File: config.mk
export PLATFORM = sky130hd
export DESIGN_NAME = ultrasonic_range_seven_segment_core
export DESIGN_NICKNAME = d
export VERILOG_FILES = /design/src/rtl/urss_pkg.sv /design/src/rtl/urss_range.sv /design/src/rtl/urss_ctrl.sv /design/src/rtl/ultrasonic_range_seven_segment_core.sv
export VERILOG_INCLUDE_DIRS = /design/src /design/src/rtl
export SDC_FILE = /design/constraint.sdc
export NUM_CORES = 1
export LEC_CHECK = 0
export ABC_CLOCK_PERIOD_IN_PS = 8550
export BUFFER_PORTS_ARGS = -buffer_cell sky130_fd_sc_hd__buf_2
export CORE_ASPECT_RATIO = 0.7
export CORE_MARGIN = 2
export CORE_UTILIZATION = 35
export DETAILED_ROUTE_END_ITERATION = 10
export PLACE_DENSITY = 0.63
export SLEW_MARGIN = 40
export SYNTH_ARGS = -nofsm -noshare
export SYNTH_HDL_FRONTEND = slang
export SYNTH_SLANG_ARGS = --single-unit
export TNS_END_PERCENT = 50
File: constraint.sdc
create_clock -name clk -period 8.55 [get_ports clk]
set_input_delay 0.855 -clock clk [delete_from_list [all_inputs] [get_ports clk]]
set_output_delay 0.855 -clock clk [all_outputs]
set_load 0.03 [all_outputs]
File: src/rtl/ultrasonic_range_seven_segment_core_assert.svh
// ----------------------------------------------------------------------------
// Assertion macros for the ultrasonic ranging core
// Each macro expands to a labeled concurrent assertion, or to nothing when
// assertions are compiled out.
// ----------------------------------------------------------------------------
`ifndef ULTRASONIC_RANGE_SEVEN_SEGMENT_CORE_ASSERT_SVH
`define ULTRASONIC_RANGE_SEVEN_SEGMENT_CORE_ASSERT_SVH

`ifndef NO_ASSERTIONS

// Property holds at every clock edge outside reset
`define URSS_ASSERT(lbl, clk, rst, prop) \
  lbl: assert property (@(posedge clk) disable iff (rst) (prop)) \
    else $error("ultrasonic ranging core: assertion failed");

// Antecedent implies consequent at the next clock edge
`define URSS_ASSERT_NEXT(lbl, clk, rst, ante, cons) \
  lbl: assert property (@(posedge clk) disable iff (rst) (ante) |=> (cons)) \
    else $error("ultrasonic ranging core: next-cycle assertion failed");

`else

`define URSS_ASSERT(lbl, clk, rst, prop)
`define URSS_ASSERT_NEXT(lbl, clk, rst, ante, cons)

`endif

`endif

File: src/rtl/urss_pkg.sv
// ----------------------------------------------------------------------------
// urss_pkg
// Shared types, constants and the segment table of the ultrasonic ranging core.
// ----------------------------------------------------------------------------
`timescale 1ns / 1ps

package urss_pkg;

  // Widths fixed by the interface
  localparam int TICK_BITS      = 10;
  localparam int DIST_BITS      = 10;
  localparam int SEG_BITS       = 8;
  localparam int DIGITS         = 4;
  localparam int CFG_INDEX_BITS = 1;

  // Default echo counter width
  localparam int COUNT_BITS_DEF = 12;

  // Register reset values
  localparam logic [TICK_BITS-1:0] TRIGGER_TICKS_RST = 10'd100;
  localparam logic [TICK_BITS-1:0] DIGIT_TICKS_RST   = 10'd100;

  // Configuration register indexes
  localparam logic [CFG_INDEX_BITS-1:0] REG_TRIGGER_TICKS = 1'd0;
  localparam logic [CFG_INDEX_BITS-1:0] REG_DIGIT_TICKS   = 1'd1;

  // Seven-segment patterns, bit0 = a .. bit6 = g, dot off
  localparam logic [SEG_BITS-1:0] SEG_TABLE [16] = '{
    8'h3F, 8'h06, 8'h5B, 8'h4F, 8'h66, 8'h6D, 8'h7D, 8'h07,
    8'h7F, 8'h6F, 8'h00, 8'h00, 8'h00, 8'h00, 8'h00, 8'h00
  };

  // Commands from the phase sequencer to the range accumulator
  typedef struct packed {
    logic start;   // first high echo tick: count of one
    logic step;    // echo still high: one more tick
    logic latch;   // echo ended: capture distance and digits
  } range_cmd_t;

  // Captured measurement
  typedef struct packed {
    logic [DIGITS-1:0][3:0]  digits;    // BCD, index 0 = units
    logic [DIST_BITS-1:0]    distance;
  } range_t;

endpackage

File: src/rtl/urss_range.sv
// ----------------------------------------------------------------------------
// urss_range
// Echo tick counter with a running distance: keeps count*10 = 58*acc + rem
// and a BCD copy of acc, so no divider is needed when the echo ends.
// ----------------------------------------------------------------------------
`timescale 1ns / 1ps
`include "ultrasonic_range_seven_segment_core_assert.svh"

module urss_range #(
  parameter int COUNT_BITS = urss_pkg::COUNT_BITS_DEF
) (
  input  logic                 clk,
  input  logic                 rst,
  input  logic                 step_en,
  input  urss_pkg::range_cmd_t cmd,
  output urss_pkg::range_t     range
);

  localparam logic [COUNT_BITS-1:0] COUNT_MAX = {COUNT_BITS{1'b1}};
  localparam logic [6:0] CM_STEP = 7'd10;   // numerator gain per tick
  localparam logic [6:0] CM_DIV  = 7'd58;   // ticks of 10 us per cm, times 10
  localparam logic [urss_pkg::DIST_BITS-1:0] DIST_MAX = {urss_pkg::DIST_BITS{1'b1}};
  // Digits of the saturated distance 1023
  localparam logic [urss_pkg::DIGITS-1:0][3:0] DIGITS_MAX = {4'd1, 4'd0, 4'd2, 4'd3};

  logic [COUNT_BITS-1:0]               echo_count;
  logic [5:0]                          rem;
  logic [urss_pkg::DIST_BITS-1:0]      acc;
  logic                                over;
  logic [urss_pkg::DIGITS-1:0][3:0]    bcd;

  logic [6:0]                          rem_sum;
  logic                                carry_cm;
  logic [urss_pkg::DIGITS-1:0][3:0]    bcd_inc;

  // BCD increment, ripple over the digits
  function automatic logic [urss_pkg::DIGITS-1:0][3:0] bcd_plus1(
    input logic [urss_pkg::DIGITS-1:0][3:0] v
  );
    logic [urss_pkg::DIGITS-1:0][3:0] r;
    logic                             c;
    r = v;
    c = 1'b1;
    for (int i = 0; i < urss_pkg::DIGITS; i++) begin
      if (c) begin
        if (v[i] == 4'd9) begin
          r[i] = 4'd0;
        end else begin
          r[i] = v[i] + 4'd1;
          c    = 1'b0;
        end
      end
    end
    return r;
  endfunction

  // Next remainder and whole-centimeter carry
  always_comb begin
    rem_sum  = {1'b0, rem} + CM_STEP;
    carry_cm = (rem_sum >= CM_DIV);
    bcd_inc  = bcd_plus1(bcd);
  end

  // Running count and capture
  always_ff @(posedge clk) begin
    if (rst) begin
      echo_count     <= '0;
      rem            <= '0;
      acc            <= '0;
      over           <= 1'b0;
      bcd            <= '0;
      range.distance <= '0;
      range.digits   <= '0;
    end else if (step_en) begin
      if (cmd.start) begin
        echo_count <= COUNT_BITS'(1);
        rem        <= CM_STEP[5:0];
        acc        <= '0;
        over       <= 1'b0;
        bcd        <= '0;
      end else if (cmd.step && (echo_count < COUNT_MAX)) begin
        echo_count <= echo_count + COUNT_BITS'(1);
        if (carry_cm) begin
          rem <= 6'(rem_sum - CM_DIV);
          if (acc == DIST_MAX) begin
            over <= 1'b1;
          end else if (!over) begin
            acc <= acc + 10'd1;
            bcd <= bcd_inc;
          end
        end else begin
          rem <= rem_sum[5:0];
        end
      end else if (cmd.latch) begin
        range.distance <= over ? DIST_MAX : acc;
        range.digits   <= over ? DIGITS_MAX : bcd;
      end
    end
  end

  `URSS_ASSERT(a_rem_below_div, clk, rst, rem < 6'd58)
  `URSS_ASSERT(a_digits_bcd, clk, rst, (range.digits[0] <= 4'd9) && (range.digits[1] <= 4'd9) && (range.digits[2] <= 4'd9) && (range.digits[3] <= 4'd9))

endmodule

File: src/rtl/urss_ctrl.sv
// ----------------------------------------------------------------------------
// urss_ctrl
// Phase sequencer: trigger pulse, echo wait and count, digit scan and serial
// send. Its registers are the result word of each tick.
// ----------------------------------------------------------------------------
`timescale 1ns / 1ps
`include "ultrasonic_range_seven_segment_core_assert.svh"

module urss_ctrl (
  input  logic                                 clk,
  input  logic                                 rst,
  input  logic                                 step_en,
  input  logic                                 echo,
  input  logic [urss_pkg::TICK_BITS-1:0]       trigger_ticks,
  input  logic [urss_pkg::TICK_BITS-1:0]       digit_ticks,
  input  urss_pkg::range_t                     range,
  output urss_pkg::range_cmd_t                 cmd,
  output logic                                 trigger,
  output logic [urss_pkg::DIGITS-1:0]          digit_enable,
  output logic [urss_pkg::SEG_BITS-1:0]        segments,
  output logic                                 distance_valid,
  output logic [7:0]                           serial_byte
);

  typedef enum logic [2:0] {
    PH_TRIG  = 3'd0,
    PH_WAIT  = 3'd1,
    PH_COUNT = 3'd2,
    PH_SHOW  = 3'd3,
    PH_SEND  = 3'd4
  } phase_t;

  phase_t                          phase, phase_next;
  logic [urss_pkg::TICK_BITS-1:0]  tick_counter, tick_counter_next;
  logic [1:0]                      digit_index, digit_index_next;
  logic [urss_pkg::DIGITS-1:0]     enable_next;
  logic [urss_pkg::SEG_BITS-1:0]   segment_next;
  logic                            trigger_next;
  logic                            valid_next;
  logic [7:0]                      sbyte_next;
  logic [urss_pkg::TICK_BITS-1:0]  tick_inc;

  // Next state and result word for one tick
  always_comb begin
    phase_next        = phase;
    tick_counter_next = tick_counter;
    digit_index_next  = digit_index;
    enable_next       = digit_enable;
    segment_next      = segments;
    trigger_next      = 1'b0;
    valid_next        = 1'b0;
    sbyte_next        = 8'd0;
    cmd               = '0;
    tick_inc          = tick_counter + 10'd1;

    unique case (phase)
      PH_WAIT: begin
        if (echo) begin
          cmd.start  = 1'b1;
          phase_next = PH_COUNT;
        end
      end
      PH_COUNT: begin
        if (echo) begin
          cmd.step = 1'b1;
        end else begin
          cmd.latch         = 1'b1;
          digit_index_next  = 2'd0;
          tick_counter_next = '0;
          phase_next        = PH_SHOW;
        end
      end
      PH_SHOW: begin
        enable_next  = 4'b0001 << digit_index;
        segment_next = urss_pkg::SEG_TABLE[range.digits[digit_index]];
        if (tick_inc >= digit_ticks) begin
          tick_counter_next = '0;
          if (digit_index == 2'd3) begin
            phase_next = PH_SEND;
          end else begin
            digit_index_next = digit_index + 2'd1;
          end
        end else begin
          tick_counter_next = tick_inc;
        end
      end
      PH_SEND: begin
        valid_next        = 1'b1;
        sbyte_next        = range.distance[7:0];
        tick_counter_next = '0;
        phase_next        = PH_TRIG;
      end
      default: begin
        // trigger pulse; an unknown code restarts it
        trigger_next = 1'b1;
        if (phase != PH_TRIG) begin
          tick_inc = 10'd1;
        end
        if (tick_inc >= trigger_ticks) begin
          tick_counter_next = '0;
          phase_next        = PH_WAIT;
        end else begin
          tick_counter_next = tick_inc;
          phase_next        = PH_TRIG;
        end
      end
    endcase
  end

  // State and result registers
  always_ff @(posedge clk) begin
    if (rst) begin
      phase          <= PH_TRIG;
      tick_counter   <= '0;
      digit_index    <= '0;
      digit_enable   <= '0;
      segments       <= '0;
      trigger        <= 1'b0;
      distance_valid <= 1'b0;
      serial_byte    <= '0;
    end else if (step_en) begin
      phase          <= phase_next;
      tick_counter   <= tick_counter_next;
      digit_index    <= digit_index_next;
      digit_enable   <= enable_next;
      segments       <= segment_next;
      trigger        <= trigger_next;
      distance_valid <= valid_next;
      serial_byte    <= sbyte_next;
    end
  end

  `URSS_ASSERT_NEXT(a_send_to_trig, clk, rst, step_en && (phase == PH_SEND), phase == PH_TRIG)
  `URSS_ASSERT(a_show_only_scan, clk, rst, (phase == PH_SHOW) || (tick_counter == 10'd0) || (phase == PH_TRIG))

endmodule

File: src/rtl/ultrasonic_range_seven_segment_core.sv
// Ultrasonic ranging core with a four-digit seven-segment display. Every
// input word is one 10 us tick with the sampled echo level, and every tick
// returns one result word. A word enters each clock cycle while echo_stall
// is low: it passes an input register and then the phase sequencer's result
// registers, which are loaded when the output is not stalled. Throughput is
// set by the single state update per tick and is one word per cycle when the
// output does not stall. The measurement itself (trigger pulse, echo length,
// digit scan of digit_ticks ticks per digit, serial send) spans as many ticks
// as the sensor and the configuration dictate.
// ----------------------------------------------------------------------------
// ultrasonic_range_seven_segment_core
// Top level: handshakes, configuration registers, sequencer and accumulator.
// ----------------------------------------------------------------------------
`timescale 1ns / 1ps
`include "ultrasonic_range_seven_segment_core_assert.svh"

module ultrasonic_range_seven_segment_core #(
  parameter int COUNT_BITS = urss_pkg::COUNT_BITS_DEF
) (
  input  logic                                 clk,
  input  logic                                 rst,
  // configuration writes
  input  logic                                 cfg_valid,
  output logic                                 cfg_ready,
  input  logic [urss_pkg::CFG_INDEX_BITS-1:0]  cfg_index,
  input  logic [urss_pkg::TICK_BITS-1:0]       cfg_data,
  // tick words
  input  logic                                 echo_valid,
  output logic                                 echo_stall,
  input  logic                                 echo,
  // result words
  output logic                                 result_valid,
  input  logic                                 result_stall,
  output logic                                 trigger,
  output logic [urss_pkg::DIGITS-1:0]          digit_enable,
  output logic [urss_pkg::SEG_BITS-1:0]        segments,
  output logic [urss_pkg::DIST_BITS-1:0]       distance,
  output logic                                 distance_valid,
  output logic [7:0]                           serial_byte
);

  logic [urss_pkg::TICK_BITS-1:0] trigger_ticks;
  logic [urss_pkg::TICK_BITS-1:0] digit_ticks;
  logic                           in_full;
  logic                           echo_q;
  logic                           step_en;
  logic                           echo_take;
  urss_pkg::range_cmd_t           cmd;
  urss_pkg::range_t               range;

  // Configuration registers
  assign cfg_ready = 1'b1;

  always_ff @(posedge clk) begin
    if (rst) begin
      trigger_ticks <= urss_pkg::TRIGGER_TICKS_RST;
      digit_ticks   <= urss_pkg::DIGIT_TICKS_RST;
    end else if (cfg_valid && cfg_ready) begin
      unique case (cfg_index)
        urss_pkg::REG_TRIGGER_TICKS: trigger_ticks <= cfg_data;
        urss_pkg::REG_DIGIT_TICKS:   digit_ticks   <= cfg_data;
        default: ;
      endcase
    end
  end

  // Handshake: input register moves into the result registers when free
  assign step_en    = in_full && (!result_valid || !result_stall);
  assign echo_stall = in_full && !step_en;
  assign echo_take  = echo_valid && !echo_stall;

  always_ff @(posedge clk) begin
    if (rst) begin
      in_full      <= 1'b0;
      result_valid <= 1'b0;
    end else begin
      in_full <= echo_take || (in_full && !step_en);
      if (step_en) begin
        result_valid <= 1'b1;
      end else if (!result_stall) begin
        result_valid <= 1'b0;
      end
    end
  end

  // Input register payload
  always_ff @(posedge clk) begin
    if (echo_take) begin
      echo_q <= echo;
    end
  end

  urss_ctrl u_ctrl (
    .clk            (clk),
    .rst            (rst),
    .step_en        (step_en),
    .echo           (echo_q),
    .trigger_ticks  (trigger_ticks),
    .digit_ticks    (digit_ticks),
    .range          (range),
    .cmd            (cmd),
    .trigger        (trigger),
    .digit_enable   (digit_enable),
    .segments       (segments),
    .distance_valid (distance_valid),
    .serial_byte    (serial_byte)
  );

  urss_range #(
    .COUNT_BITS (COUNT_BITS)
  ) u_range (
    .clk     (clk),
    .rst     (rst),
    .step_en (step_en),
    .cmd     (cmd),
    .range   (range)
  );

  assign distance = range.distance;

  `URSS_ASSERT(a_send_no_trigger, clk, rst, !(result_valid && distance_valid && trigger))
  `URSS_ASSERT(a_serial_idle_zero, clk, rst, distance_valid || (serial_byte == 8'd0))
  `URSS_ASSERT(a_enable_onehot0, clk, rst, $onehot0(digit_enable))

endmodule

======== Word-level counts from Yosys, hierarchy flattened ========
Memory sizes are Yosys's and may differ from the RTL's. A register that Yosys moved wholly into a read port is not among the register bits.
Index checks and enable logic that the tools add are counted.
word-level totals
  logic and storage cells ................. 157
  input bits .............................. 17
  flip-flop bits (word level) ............. 123
  memories kept ........................... 1
  bits in read-only memories .............. 128
cells by class
  magnitude comparators ................... 5
  reductions and logical operators ........ 32
  eq/ne operators ......................... 18
  mux-type cells .......................... 60
  $add $sub $neg .......................... 10
  shift-type cells ........................ 1
  bitwise gates (word level) .............. 5
memories
  name              depth  bits a word  read ports  clocked after Yosys merged registers in  write ports  RTL line         source
  (name not given)  16     8            1           1                                        0            urss_ctrl.sv:75  segment_next = urss_pkg::SEG_TABLE[range.digits[digit_index]];
operators by type and width
  operator               number
  $mux 10                11
  $mux 16                6
  $pmux 10 s4            1
  $mux 4                 8
  $mux 12                2
  $add 10x1->10 const B  2
  $ge 10x10->1           2
  $mux 6                 3
  $reduce_and 6->1       3
  $mux 1                 17
  $add 4x1->4 const B    4
  $eq 4x4->1 const B     4
  $reduce_and 5->1       3
  $reduce_bool 2->1      7
  $add 12x1->12 const B  1
  $lt 12x12->1 const B   1
  $mux 3                 4
  $pmux 3 s4             1
  $eq 10x10->1 const B   1
  $ne 2x2->1 const B     5
  $bmux 4 s2             1
  $mux 2                 4
  $mux 8                 1
  $reduce_and 2->1       4
  21 further kinds       35

======== Depth between registers and ports, before layout ========
Gate-level depths: netlist of run 1.
  depth after elaboration ................. 10
  gate-level depth with buffers ........... 14
  gate-level depth less buffers ........... 13

======== Hierarchy ========
From an unflattened synthesis of run 1, not the netlist that was laid out.
unflattened totals
  cells, all modules ...................... 805
  area total of the unflattened synthesis .. 6897.9 µm²
by module, submodules not included
  module                               times used  area an instance (µm²)  cells an instance  sequential area each (µm²)
  urss_range                           1           3378.2                  396                1401.3
  urss_ctrl                            1           2576.2                  317                720.7
  ultrasonic_range_seven_segment_core  1           943.4                   92                 470.5

======== Least setup slack after synthesis of run 1 ========
OpenSTA, ideal clock, no wires.
  path type ............................... reg2reg
  from .................................... register u_ctrl.tick_counter[0] (netlist bit)
  to ...................................... register u_ctrl.tick_counter[5] (netlist bit)
  required time ........................... 8.476 ns
  path slack .............................. 5.822 ns
  stages on the path, launching flop included .. 15
  arrival time ............................ 2.653 ns
  setup time .............................. 0.074 ns
  path buffers ............................ 1
  cell sequence ........................... dfxtp_1 -> ha_1 -> nand3_1 -> nor2_1 -> nand3_1 -> xor2_1 -> inv_1 -> ha_1 -> o21ai_0 -> nor2_1 -> a211o_1 -> o22ai_1 -> buf_2 -> a31oi_1 -> o21ai_0
on the way
  longest elaborated chain between the ends .. 6
  elaborated cells on any way between the ends .. 8
  those cells by class .................... add/sub (1); order compare (2); mux (5)
RTL lines
  element                   RTL line          source
  start: declaration        urss_ctrl.sv:34   logic [urss_pkg::TICK_BITS-1:0] tick_counter, tick_counter_next;
  start signal: assignment  urss_ctrl.sv:123  tick_counter <= tick_counter_next;
  $add 10x1->10 (*)         urss_ctrl.sv:54   tick_inc = tick_counter + 10'd1;
  $mux 10                   urss_ctrl.sv:96   if (phase != PH_TRIG) begin
  $mux 10                   urss_ctrl.sv:56   unique case (phase)
  $ge 10x10->1              urss_ctrl.sv:99   if (tick_inc >= trigger_ticks) begin
  $mux 10                   urss_ctrl.sv:99
  $pmux 10 s4 (*)           urss_ctrl.sv:56
Every way passes the cells marked *; elsewhere a longest branch is shown, timed or not. The select of a mux whose other input is x is not followed.
A chain may end at the register's enable or synchronous reset.

======== Worst setup path in the final report of run 1 ========
  from .................................... register u_ctrl.tick_counter[0] (netlist bit)
  to ...................................... register u_ctrl.tick_counter[2] (netlist bit)
Same word-level chain as after synthesis.

==> reports/qor.txt, run 1 <==
EDFF count, synth -> 1
leftover overflow at the end of global routing -> 0
Slew HR -> 46.1%
half-perimeter wire length after placement -> 11.0 mm
final antenna-violating net count -> 0
Max Freq -> 287 MHz
Yosys reg bits -> 129
total wire length after detailed routing -> 16.0 mm
Initial Utilization -> 35.6%
DRC -> 0
dominant register cell in the synthesized netlist -> sky130_fd_sc_hd__dfxtp_1
Hold Fails Final Rpt -> 0
Min-Delay Startpoint -> digit_ticks[9]$_SDFFE_PP0P_
Horiz. Die Dim -> 169 µm
Cells on Worst Hold Path -> 2
Reg clk slew, reported paths -> 0.07 ns
instance count of the mapped netlist -> 845
number of antenna cells inserted -> 0
global-route wire length before repair -> 26.9 mm
number of non-filler instances in the completed layout -> 1117
I/O pin count -> 52
number of distinct library cells after synthesis -> 66
final setup margin -> 5.06 ns
Synth Area per Inst -> 7.92 µm²
global placer's final weighted congestion -> 0.801
launch point of the worst path -> u_ctrl.tick_counter[0]$_SDFFE_PP0P_
category of the critical setup timing path -> reg -> reg
final design utilization -> 40.6%
fraction of final layout cells with drive strength greater than 1 -> 11.5%
met2 Track Usage GR -> 24.4%
final-stage net count -> 913
critical path startpoint category -> flop
initial drt markers -> 431
critical path's largest stage delay -> 0.48 ns
number of warnings issued by yosys -> 0
antenna violations before repair -> 0
TritonCTS clock tree -> built
final critical-path share of the clock period -> 40.8%
P per Cell Area -> 185 nW/µm²
GRT Overall Usage -> 16.2%
Max-Cap Viols -> 0
met3 GRT Util -> 3.69%
final standard cell area without fillers -> 7640 µm²
first-pass detailed-route iteration total -> 5
sequential standard cell area -> 2590 µm²
clock tree root buffer cell -> sky130_fd_sc_hd__clkbuf_16
final critical path time including I/O delays and setup -> 3.49 ns
total via count after detailed routing -> 5943
Mapped Area -> 6690 µm²
count of hold-fix buffers inserted at cts -> 0
most frequent standard cell in the layout excluding fill and tap cells -> sky130_fd_sc_hd__dfxtp_1
leakage power figure -> 2.89 nW
most used cells in the layout excluding fill and tap cells -> sky130_fd_sc_hd__dfxtp_1 (128), sky130_fd_sc_hd__nor2_1 (106), sky130_fd_sc_hd__nand2_1 (91)
most used routing layer -> met2
worst setup slack for register-to-register paths -> 5.06 ns
unrepaired setup endpoints after global routing -> false
depth of the CTS H-tree -> 4
Worst Reg-to-Reg Cells -> 13
post-CTS setup buffers -> 0
hold crit path type -> reg -> reg
list of cells traversed by the critical path -> ha_1 -> nand3_1 -> nor2_1 -> nand3_1 -> xor2_1 -> inv_1 -> ha_1 -> o21ai_0 -> nor2_1 -> a211o_1 -> o22ai_2 -> nand2_1 -> o41ai_1
wire length per cell after detailed routing -> 14.3 µm
Filler Cells Inserted -> 1896
final worst clock skew -> 0.0171 ns
Hold EP -> digit_ticks[9]$_SDFFE_PP0P_
Port-buffer cells -> 49
cell count after placement -> 1085
area growth from synthesis to final layout -> 14.1%
die height -> 120 µm
clock latency reported for the late side of the worst-skew pair -> 0.42 ns
Clock Tree Buf Depth -> 2
beginning of the worst register-to-register path -> u_ctrl.tick_counter[0]$_SDFFE_PP0P_
core footprint -> 18800 µm²
met1 routing resource usage after global routing -> 23.3%
largest fanout of any net on the critical path -> 11
aggregate negative setup slack -> 0 ns
type of destination of the critical path -> flop
pins over their slew limit -> 0
die outline area -> 20300 µm²
data arrival time of the worst path -> 3.80 ns
worst setup slack before clock tree synthesis -> 4.87 ns
outcome -> complete, no violations
pin count of the biggest net entering global routing -> 54
post_cts resized -> 0
area of the multi-input gates -> 3680 µm²
Slowest-stage cell, CP -> sky130_fd_sc_hd__dfxtp_1
worst hold slack across all endpoints -> 0.457 ns
placed cell areas -> 7020 µm²
Slew @ Worst Pin -> 0.807 ns
vias per std cell -> 5.32
floorplan row count -> 42
critical path data required time -> 8.86 ns
overall power consumption -> 1.41 mW
number of buffers inserted during clock tree synthesis -> 17
endpoint of the most critical register-to-register path -> u_ctrl.tick_counter[2]$_SDFFE_PP0P_
Worst VDD drop -> 0.000116 V
TritonCTS Sinks -> 129
vias in the first global route -> 5525
sequential cell area fraction in the yosys report -> 38.7%
async set-or-reset flop fraction in the synthesized netlist -> 0%
Setup Viol. Count Final -> 0
net count after synthesis -> 896
layout make-up:
class	count	share of cell area, %
clock buffer	17	5.57
clock inverter	15	2.51
inverter	43	2.11
multi-input combinational	617	48.2
sequential	129	33.9
tap	242	3.96
timing repair buffer	54	3.73
cells by family after synthesis:
family,share of synthesized area [%]
DFF,38.7
AOI/OAI and AO/OA,18.8
xor gates and xnor gates,3.66
buffers and inverters,6.39
muxes,2.08
other,0.112
and+or+nand+nor,23.9
adders and majority gates,6.36
worst max-delay path: cells and delay by family (launching register included):
kind	cells	cell delay (ns)
xor gates and xnor gates	1	0.23
AOI/OAI and AO/OA	4	1.24
DFF	1	0.48
adders and majority gates	2	0.58
and+or+nand+nor	5	0.78
buffers and inverters	1	0.07
flip-flops by register name, indices dropped and copies added, names as in the netlist, 3 cells and up:
register / count
u_ctrl.phase: 3
u_ctrl.tick_counter: 10
u_ctrl.serial_byte: 8
u_ctrl.digit_enable: 4
u_range.echo_count: 12
u_ctrl.segments: 7
digit_ticks: 10
u_range.range: 26
trigger_ticks: 10
u_range.rem: 5
u_range.bcd: 16
u_range.acc: 10
cell usage after synthesis, types with 6 or more instances:
master	number	area share, %
sky130_fd_sc_hd__nor2_1	106	5.9
sky130_fd_sc_hd__a21oi_1	65	4.9
sky130_fd_sc_hd__xor2_1	14	1.8
sky130_fd_sc_hd__ha_1	34	6.4
sky130_fd_sc_hd__clkbuf_1	28	1.6
sky130_fd_sc_hd__a211oi_1	9	1.0
sky130_fd_sc_hd__buf_2	9	0.67
sky130_fd_sc_hd__mux2i_1	6	0.90
sky130_fd_sc_hd__nor3_1	44	3.3
sky130_fd_sc_hd__o211ai_1	13	1.5
sky130_fd_sc_hd__xnor2_1	14	1.8
sky130_fd_sc_hd__and2_1	11	1.0
sky130_fd_sc_hd__nand3_1	38	2.8
sky130_fd_sc_hd__nand2b_1	6	0.56
sky130_fd_sc_hd__nor2b_1	9	0.84
sky130_fd_sc_hd__o21ai_0	45	3.4
sky130_fd_sc_hd__a22oi_1	14	1.6
sky130_fd_sc_hd__nand2_1	91	5.1
sky130_fd_sc_hd__nand4_1	13	1.2
sky130_fd_sc_hd__inv_1	43	2.4
sky130_fd_sc_hd__buf_1	7	0.39
sky130_fd_sc_hd__buf_4	12	1.3
sky130_fd_sc_hd__dfxtp_1	128	38
power breakdown:
part | switching (mW) | total [mW] | internal [mW]
clock | 0.327 | 0.749 | 0.421
combinational | 0.0354 | 0.0508 | 0.0154
sequential | 0.00475 | 0.613 | 0.608
total | 0.367 | 1.41 | 1.04
metal layers:
metal	routed length [µm]	part of all wire [%]
met2	6810	43
met1	8280	52
met5	0	0
met3	786	4.9
met4	108	0.68
worst max path at each step:
stage	end	slack (ns)	cells past startpoint
6_report	u_ctrl.tick_counter[2]$_SDFFE_PP0P_	5.06	13
5_1_grt	u_ctrl.tick_counter[2]$_SDFFE_PP0P_	4.77	10
4_1_cts	u_ctrl.tick_counter[2]$_SDFFE_PP0P_	4.79	13
3_5_place_dp	u_ctrl.tick_counter[2]$_SDFFE_PP0P_	4.87	13
3_3_place_gp	u_ctrl.tick_counter[2]$_SDFFE_PP0P_	5.03	13
2_1_floorplan	u_ctrl.tick_counter[5]$_SDFFE_PP0P_	5.82	14
Power figures use the tool's default switching activity.
==> run 2: changes to the inputs <==
--- a/config.mk
+++ b/config.mk
@@ -6,7 +6,8 @@
 export SDC_FILE = /design/constraint.sdc
 export NUM_CORES = 1
 export LEC_CHECK = 0
-export ABC_CLOCK_PERIOD_IN_PS = 8550
+export ABC_AREA = 1
+export ABC_CLOCK_PERIOD_IN_PS = 3400
 export BUFFER_PORTS_ARGS = -buffer_cell sky130_fd_sc_hd__buf_2
 export CORE_ASPECT_RATIO = 0.7
 export CORE_MARGIN = 2
==> constraint.sdc (replaced) <==
create_clock -name clk -period 3.4 [get_ports clk]
set_input_delay 0.34 -clock clk [delete_from_list [all_inputs] [get_ports clk]]
set_output_delay 0.34 -clock clk [all_outputs]
set_load 0.03 [all_outputs]
==> run 2 against run 1 <==
Via count grew 11%. Critical path type unchanged. Clock power increased by 140%. Final area grew 5.7%. Sequential cell count unchanged. Sequential power grew to 2.6 times the previous value. Routed wire length is 13% higher. Cell count rose by 20%. Largest cell class unchanged. Global-route usage up 1.5 points. Critical endpoint is now u_ctrl.tick_counter[9]$_SDFFE_PP0P_. Maximum frequency rose by 21%.
==> reports/qor.txt, run 2 <==
antenna violations before repair -> 0 (unchanged)
leading cell type by number of instances after synthesis -> sky130_fd_sc_hd__nand2_1
Clock Tree Buf Depth -> 2 (unchanged)
pins over their slew limit -> 0 (unchanged)
final critical-path share of the clock period -> 84.7% (+44 points)
Max Freq -> 347 MHz (+21%)
list of cells traversed by the critical path -> ha_1 -> nand3_1 -> inv_1 -> nand2_1 -> xor2_1 -> ha_1 -> nand4_1 -> nor2_1 -> nand2_1 -> nand3_1 -> clkinv_1 -> nand3_1 -> nand3_1 -> nand2_1 -> inv_1
number of non-filler instances in the completed layout -> 1336 (+20%)
ranking of synthesized cells by area -> sky130_fd_sc_hd__dfxtp_1 (36%), sky130_fd_sc_hd__nand2_1 (11%), sky130_fd_sc_hd__inv_1 (6.6%)
Synth Area in Compound Gates -> 15.5% (-3.3 points)
cell count after placement -> 1304 (+20%)
Synth area leader -> sky130_fd_sc_hd__dfxtp_1
Synth Area per Inst -> 6.91 µm² (-13%)
multiplexer area fraction after synthesis -> 0% (-2.1 points)
register with the highest flop count -> u_range.range
critical path's largest stage delay -> 0.46 ns (-0.02 ns)
sequential cell area fraction in the yosys report -> 36.6% (-2.1 points)
leftover overflow at the end of global routing -> 0 (unchanged)
Filler Cells Inserted -> 2088 (+10%)
count of hold-fix buffers inserted at cts -> 0 (unchanged)
max reg flops -> 26 (unchanged)
half-perimeter wire length after placement -> 12.8 mm (+16%)
DRC -> 0 (unchanged)
clock tree root buffer cell -> sky130_fd_sc_hd__clkbuf_16
Worst Reg-to-Reg Cells -> 15 (+2)
total wire length after detailed routing -> 18.0 mm (+13%)
worst setup slack for register-to-register paths -> 0.52 ns (-4.54 ns)
Yosys reg bits -> 129 (unchanged)
Slowest-stage cell, CP -> sky130_fd_sc_hd__dfxtp_1
area growth from synthesis to final layout -> 14.1% (about the same)
main combinational cell family by area after synthesis -> simple AND/OR/NAND/NOR gates
final-stage net count -> 1104 (+21%)
post-CTS setup buffers -> 0 (unchanged)
endpoint of the most critical register-to-register path -> u_ctrl.tick_counter[9]$_SDFFE_PP0P_
hold crit path type -> in -> reg
GRT Overall Usage -> 17.7% (+1.5 points)
top flop regs -> u_range.range x26, u_range.bcd x16, u_range.echo_count x12
final worst clock skew -> 0.00912 ns (-0.00798 ns)
aggregate negative setup slack -> 0 ns (unchanged)
largest fanout of any net on the critical path -> 10 (-1)
instance count of the mapped netlist -> 1024 (+21%)
vias per std cell -> 4.92 (-7.6%)
final critical path time including I/O delays and setup -> 2.88 ns (-0.610 ns)
launch point of the worst path -> u_ctrl.tick_counter[0]$_SDFFE_PP0P_
category of the critical setup timing path -> reg -> reg
final setup margin -> 0.521 ns (-4.54 ns)
Setup Viol. Count Final -> 0 (unchanged)
sequential standard cell area -> 2590 µm² (unchanged)
fraction of post-synthesis cell area in the top cell type by area -> 36.2% (-2.1 points)
vias in the first global route -> 5834 (+5.6%)
initial drt markers -> 628 (+46%)
Min-Delay Startpoint -> echo
net count after synthesis -> 1075 (+20%)
Max-Cap Viols -> 0 (unchanged)
placed cell areas -> 7480 µm² (+6.7%)
Worst VDD drop -> 0.000349 V (+200%)
Hold Fails Final Rpt -> 0 (unchanged)
met3 GRT Util -> 3.84% (+0.15 points)
Slew HR -> 48.6% (+2.5 points)
fraction of final layout cells with drive strength greater than 1 -> 11.8% (+0.28 points)
most used cells in the layout excluding fill and tap cells -> sky130_fd_sc_hd__nand2_1 (203), sky130_fd_sc_hd__dfxtp_1 (128), sky130_fd_sc_hd__inv_1 (124)
Mapped Area -> 7080 µm² (+5.7%)
total via count after detailed routing -> 6569 (+11%)
I/O pin count -> 52 (unchanged)
most used routing layer -> met1
worst hold slack across all endpoints -> 0.0993 ns (-0.357 ns)
final standard cell area without fillers -> 8070 µm² (+5.7%)
type of destination of the critical path -> flop
number of distinct library cells after synthesis -> 42 (-36%)
wire length per cell after detailed routing -> 13.5 µm (-5.7%)
worst setup slack before clock tree synthesis -> 0.616 ns (-4.26 ns)
TritonCTS clock tree -> built
number of antenna cells inserted -> 0 (unchanged)
beginning of the worst register-to-register path -> u_ctrl.tick_counter[0]$_SDFFE_PP0P_
unrepaired setup endpoints after global routing -> false
post_cts resized -> 0 (unchanged)
EDFF count, synth -> 1 (unchanged)
number of buffers inserted during clock tree synthesis -> 17 (unchanged)
met1 routing resource usage after global routing -> 27.8% (+4.5 points)
critical path startpoint category -> flop
depth of the CTS H-tree -> 4 (unchanged)
Horiz. Die Dim -> 174 µm (+2.8%)
core footprint -> 19800 µm² (+5.2%)
most prevalent standard cell on the critical path -> sky130_fd_sc_hd__nand3_1
Slew @ Worst Pin -> 0.768 ns (-0.0391 ns)
pin count of the biggest net entering global routing -> 61 (+13%)
die outline area -> 21400 µm² (+5.6%)
clock latency reported for the late side of the worst-skew pair -> 0.43 ns (about the same)
outcome -> complete, no violations
first-pass detailed-route iteration total -> 5 (unchanged)
simple-gate share of the synthesized area -> 28.6% (+4.7 points)
Initial Utilization -> 35.7% (+0.17 points)
global placer's final weighted congestion -> 0.888 (+11%)
P per Cell Area -> 469 nW/µm² (+150%)
number of warnings issued by yosys -> 0 (unchanged)
met2 Track Usage GR -> 23.4% (-0.96 points)
overall power consumption -> 3.78 mW (+170%)
xor/xnor share of the synthesized area -> 2.60% (-1.1 points)
floorplan row count -> 43 (+2.4%)
dominant register cell in the synthesized netlist -> sky130_fd_sc_hd__dfxtp_1
critical path data required time -> 3.72 ns (-5.14 ns)
die height -> 123 µm (+2.7%)
async set-or-reset flop fraction in the synthesized netlist -> 0% (unchanged)
Port-buffer cells -> 49 (unchanged)
area share of fa/ha/maj cells after synthesis -> 6.01% (-0.35 points)
Reg clk slew, reported paths -> 0.07 ns (about the same)
data arrival time of the worst path -> 3.20 ns (-0.60 ns)
area of the multi-input gates -> 3740 µm² (+1.6%)
critical path endpoint -> u_ctrl.tick_counter[9]$_SDFFE_PP0P_
most frequent standard cell in the layout excluding fill and tap cells -> sky130_fd_sc_hd__nand2_1
TritonCTS Sinks -> 129 (unchanged)
final design utilization -> 40.8% (+0.17 points)
global-route wire length before repair -> 30.2 mm (+12%)
Synth top cells by count -> sky130_fd_sc_hd__nand2_1 (203), sky130_fd_sc_hd__dfxtp_1 (128), sky130_fd_sc_hd__inv_1 (124)
leakage power figure -> 3.52 nW (+22%)
final antenna-violating net count -> 0 (unchanged)
run 2: cell types whose count changed in the layout (fill, tap and decap cells not counted), moves of 7 or more:
cell / before / now
sky130_fd_sc_hd__nor3_1: 44 / 18
sky130_fd_sc_hd__a21oi_2: 0 / 7
sky130_fd_sc_hd__nor2_1: 106 / 115
sky130_fd_sc_hd__a21oi_1: 65 / 83
sky130_fd_sc_hd__xnor2_1: 14 / 3
sky130_fd_sc_hd__inv_1: 43 / 124
sky130_fd_sc_hd__nor2b_1: 9 / 0
sky130_fd_sc_hd__o21ai_0: 45 / 65
sky130_fd_sc_hd__inv_2: 0 / 8
sky130_fd_sc_hd__a211oi_1: 9 / 1
sky130_fd_sc_hd__nand2_1: 91 / 203
sky130_fd_sc_hd__and2_1: 11 / 2
sky130_fd_sc_hd__nand3_1: 38 / 81
run 2: worst min-delay path by stage:
stage | slack (ns) | cells past startpoint | to
finish | 0.1 | 1 | echo_q$_DFFE_PP_
global route | 0.09 | 1 | echo_q$_DFFE_PP_
CTS | 0.08 | 1 | echo_q$_DFFE_PP_
detailed placement | 0.46 | 2 | u_range.range[17]$_SDFFE_PP0P_
global placement | 0.45 | 2 | u_range.echo_count[4]$_SDFFE_PP0P_
floorplan | 0.43 | 2 | u_range.echo_count[4]$_SDFFE_PP0P_
run 2: cells by family (layout without fill, tap and decap cells):
logic type                 after synthesis  count (layout)
and+or+nand+nor                        460             460
DFF                                    129             129
buffers and inverters                  182             224
AOI/OAI and AO/OA                      196             196
xor gates and xnor gates                21              21
adders and majority gates               34              34
other                                    2               2
run 2: report_power, final:
group	internal [mW]	total [mW]	switching, mW
Combinational	0.113	0.376	0.264
Sequential	1.55	1.58	0.0262
Clock	1.04	1.83	0.785
run 2: worst max-delay path: cells and delay by family (launching register included):
kind	cells	cell delay [ns]
xor gates and xnor gates	1	0.17
and+or+nand+nor	9	1.08
adders and majority gates	2	0.57
DFF	1	0.46
buffers and inverters	3	0.48
run 2: area by class of cell:
class                           instances  share of cell area [%]
Clock buffer                           17                    5.27
Clock inverter                         15                    2.05
Inverter                              135                    6.28
Multi-Input combinational cell        713                    46.3
Sequential cell                       129                    32.1
Tap cell                              270                    4.18
Timing Repair Buffer                   57                    3.78
run 2: routing by layer:
metal | wire length, µm | up-vias
met1 | 9990 | 2983
met4 | 229 | 0
met3 | 1100 | 22
li1 | - | 3393
met5 | 0 | -
met2 | 6710 | 171
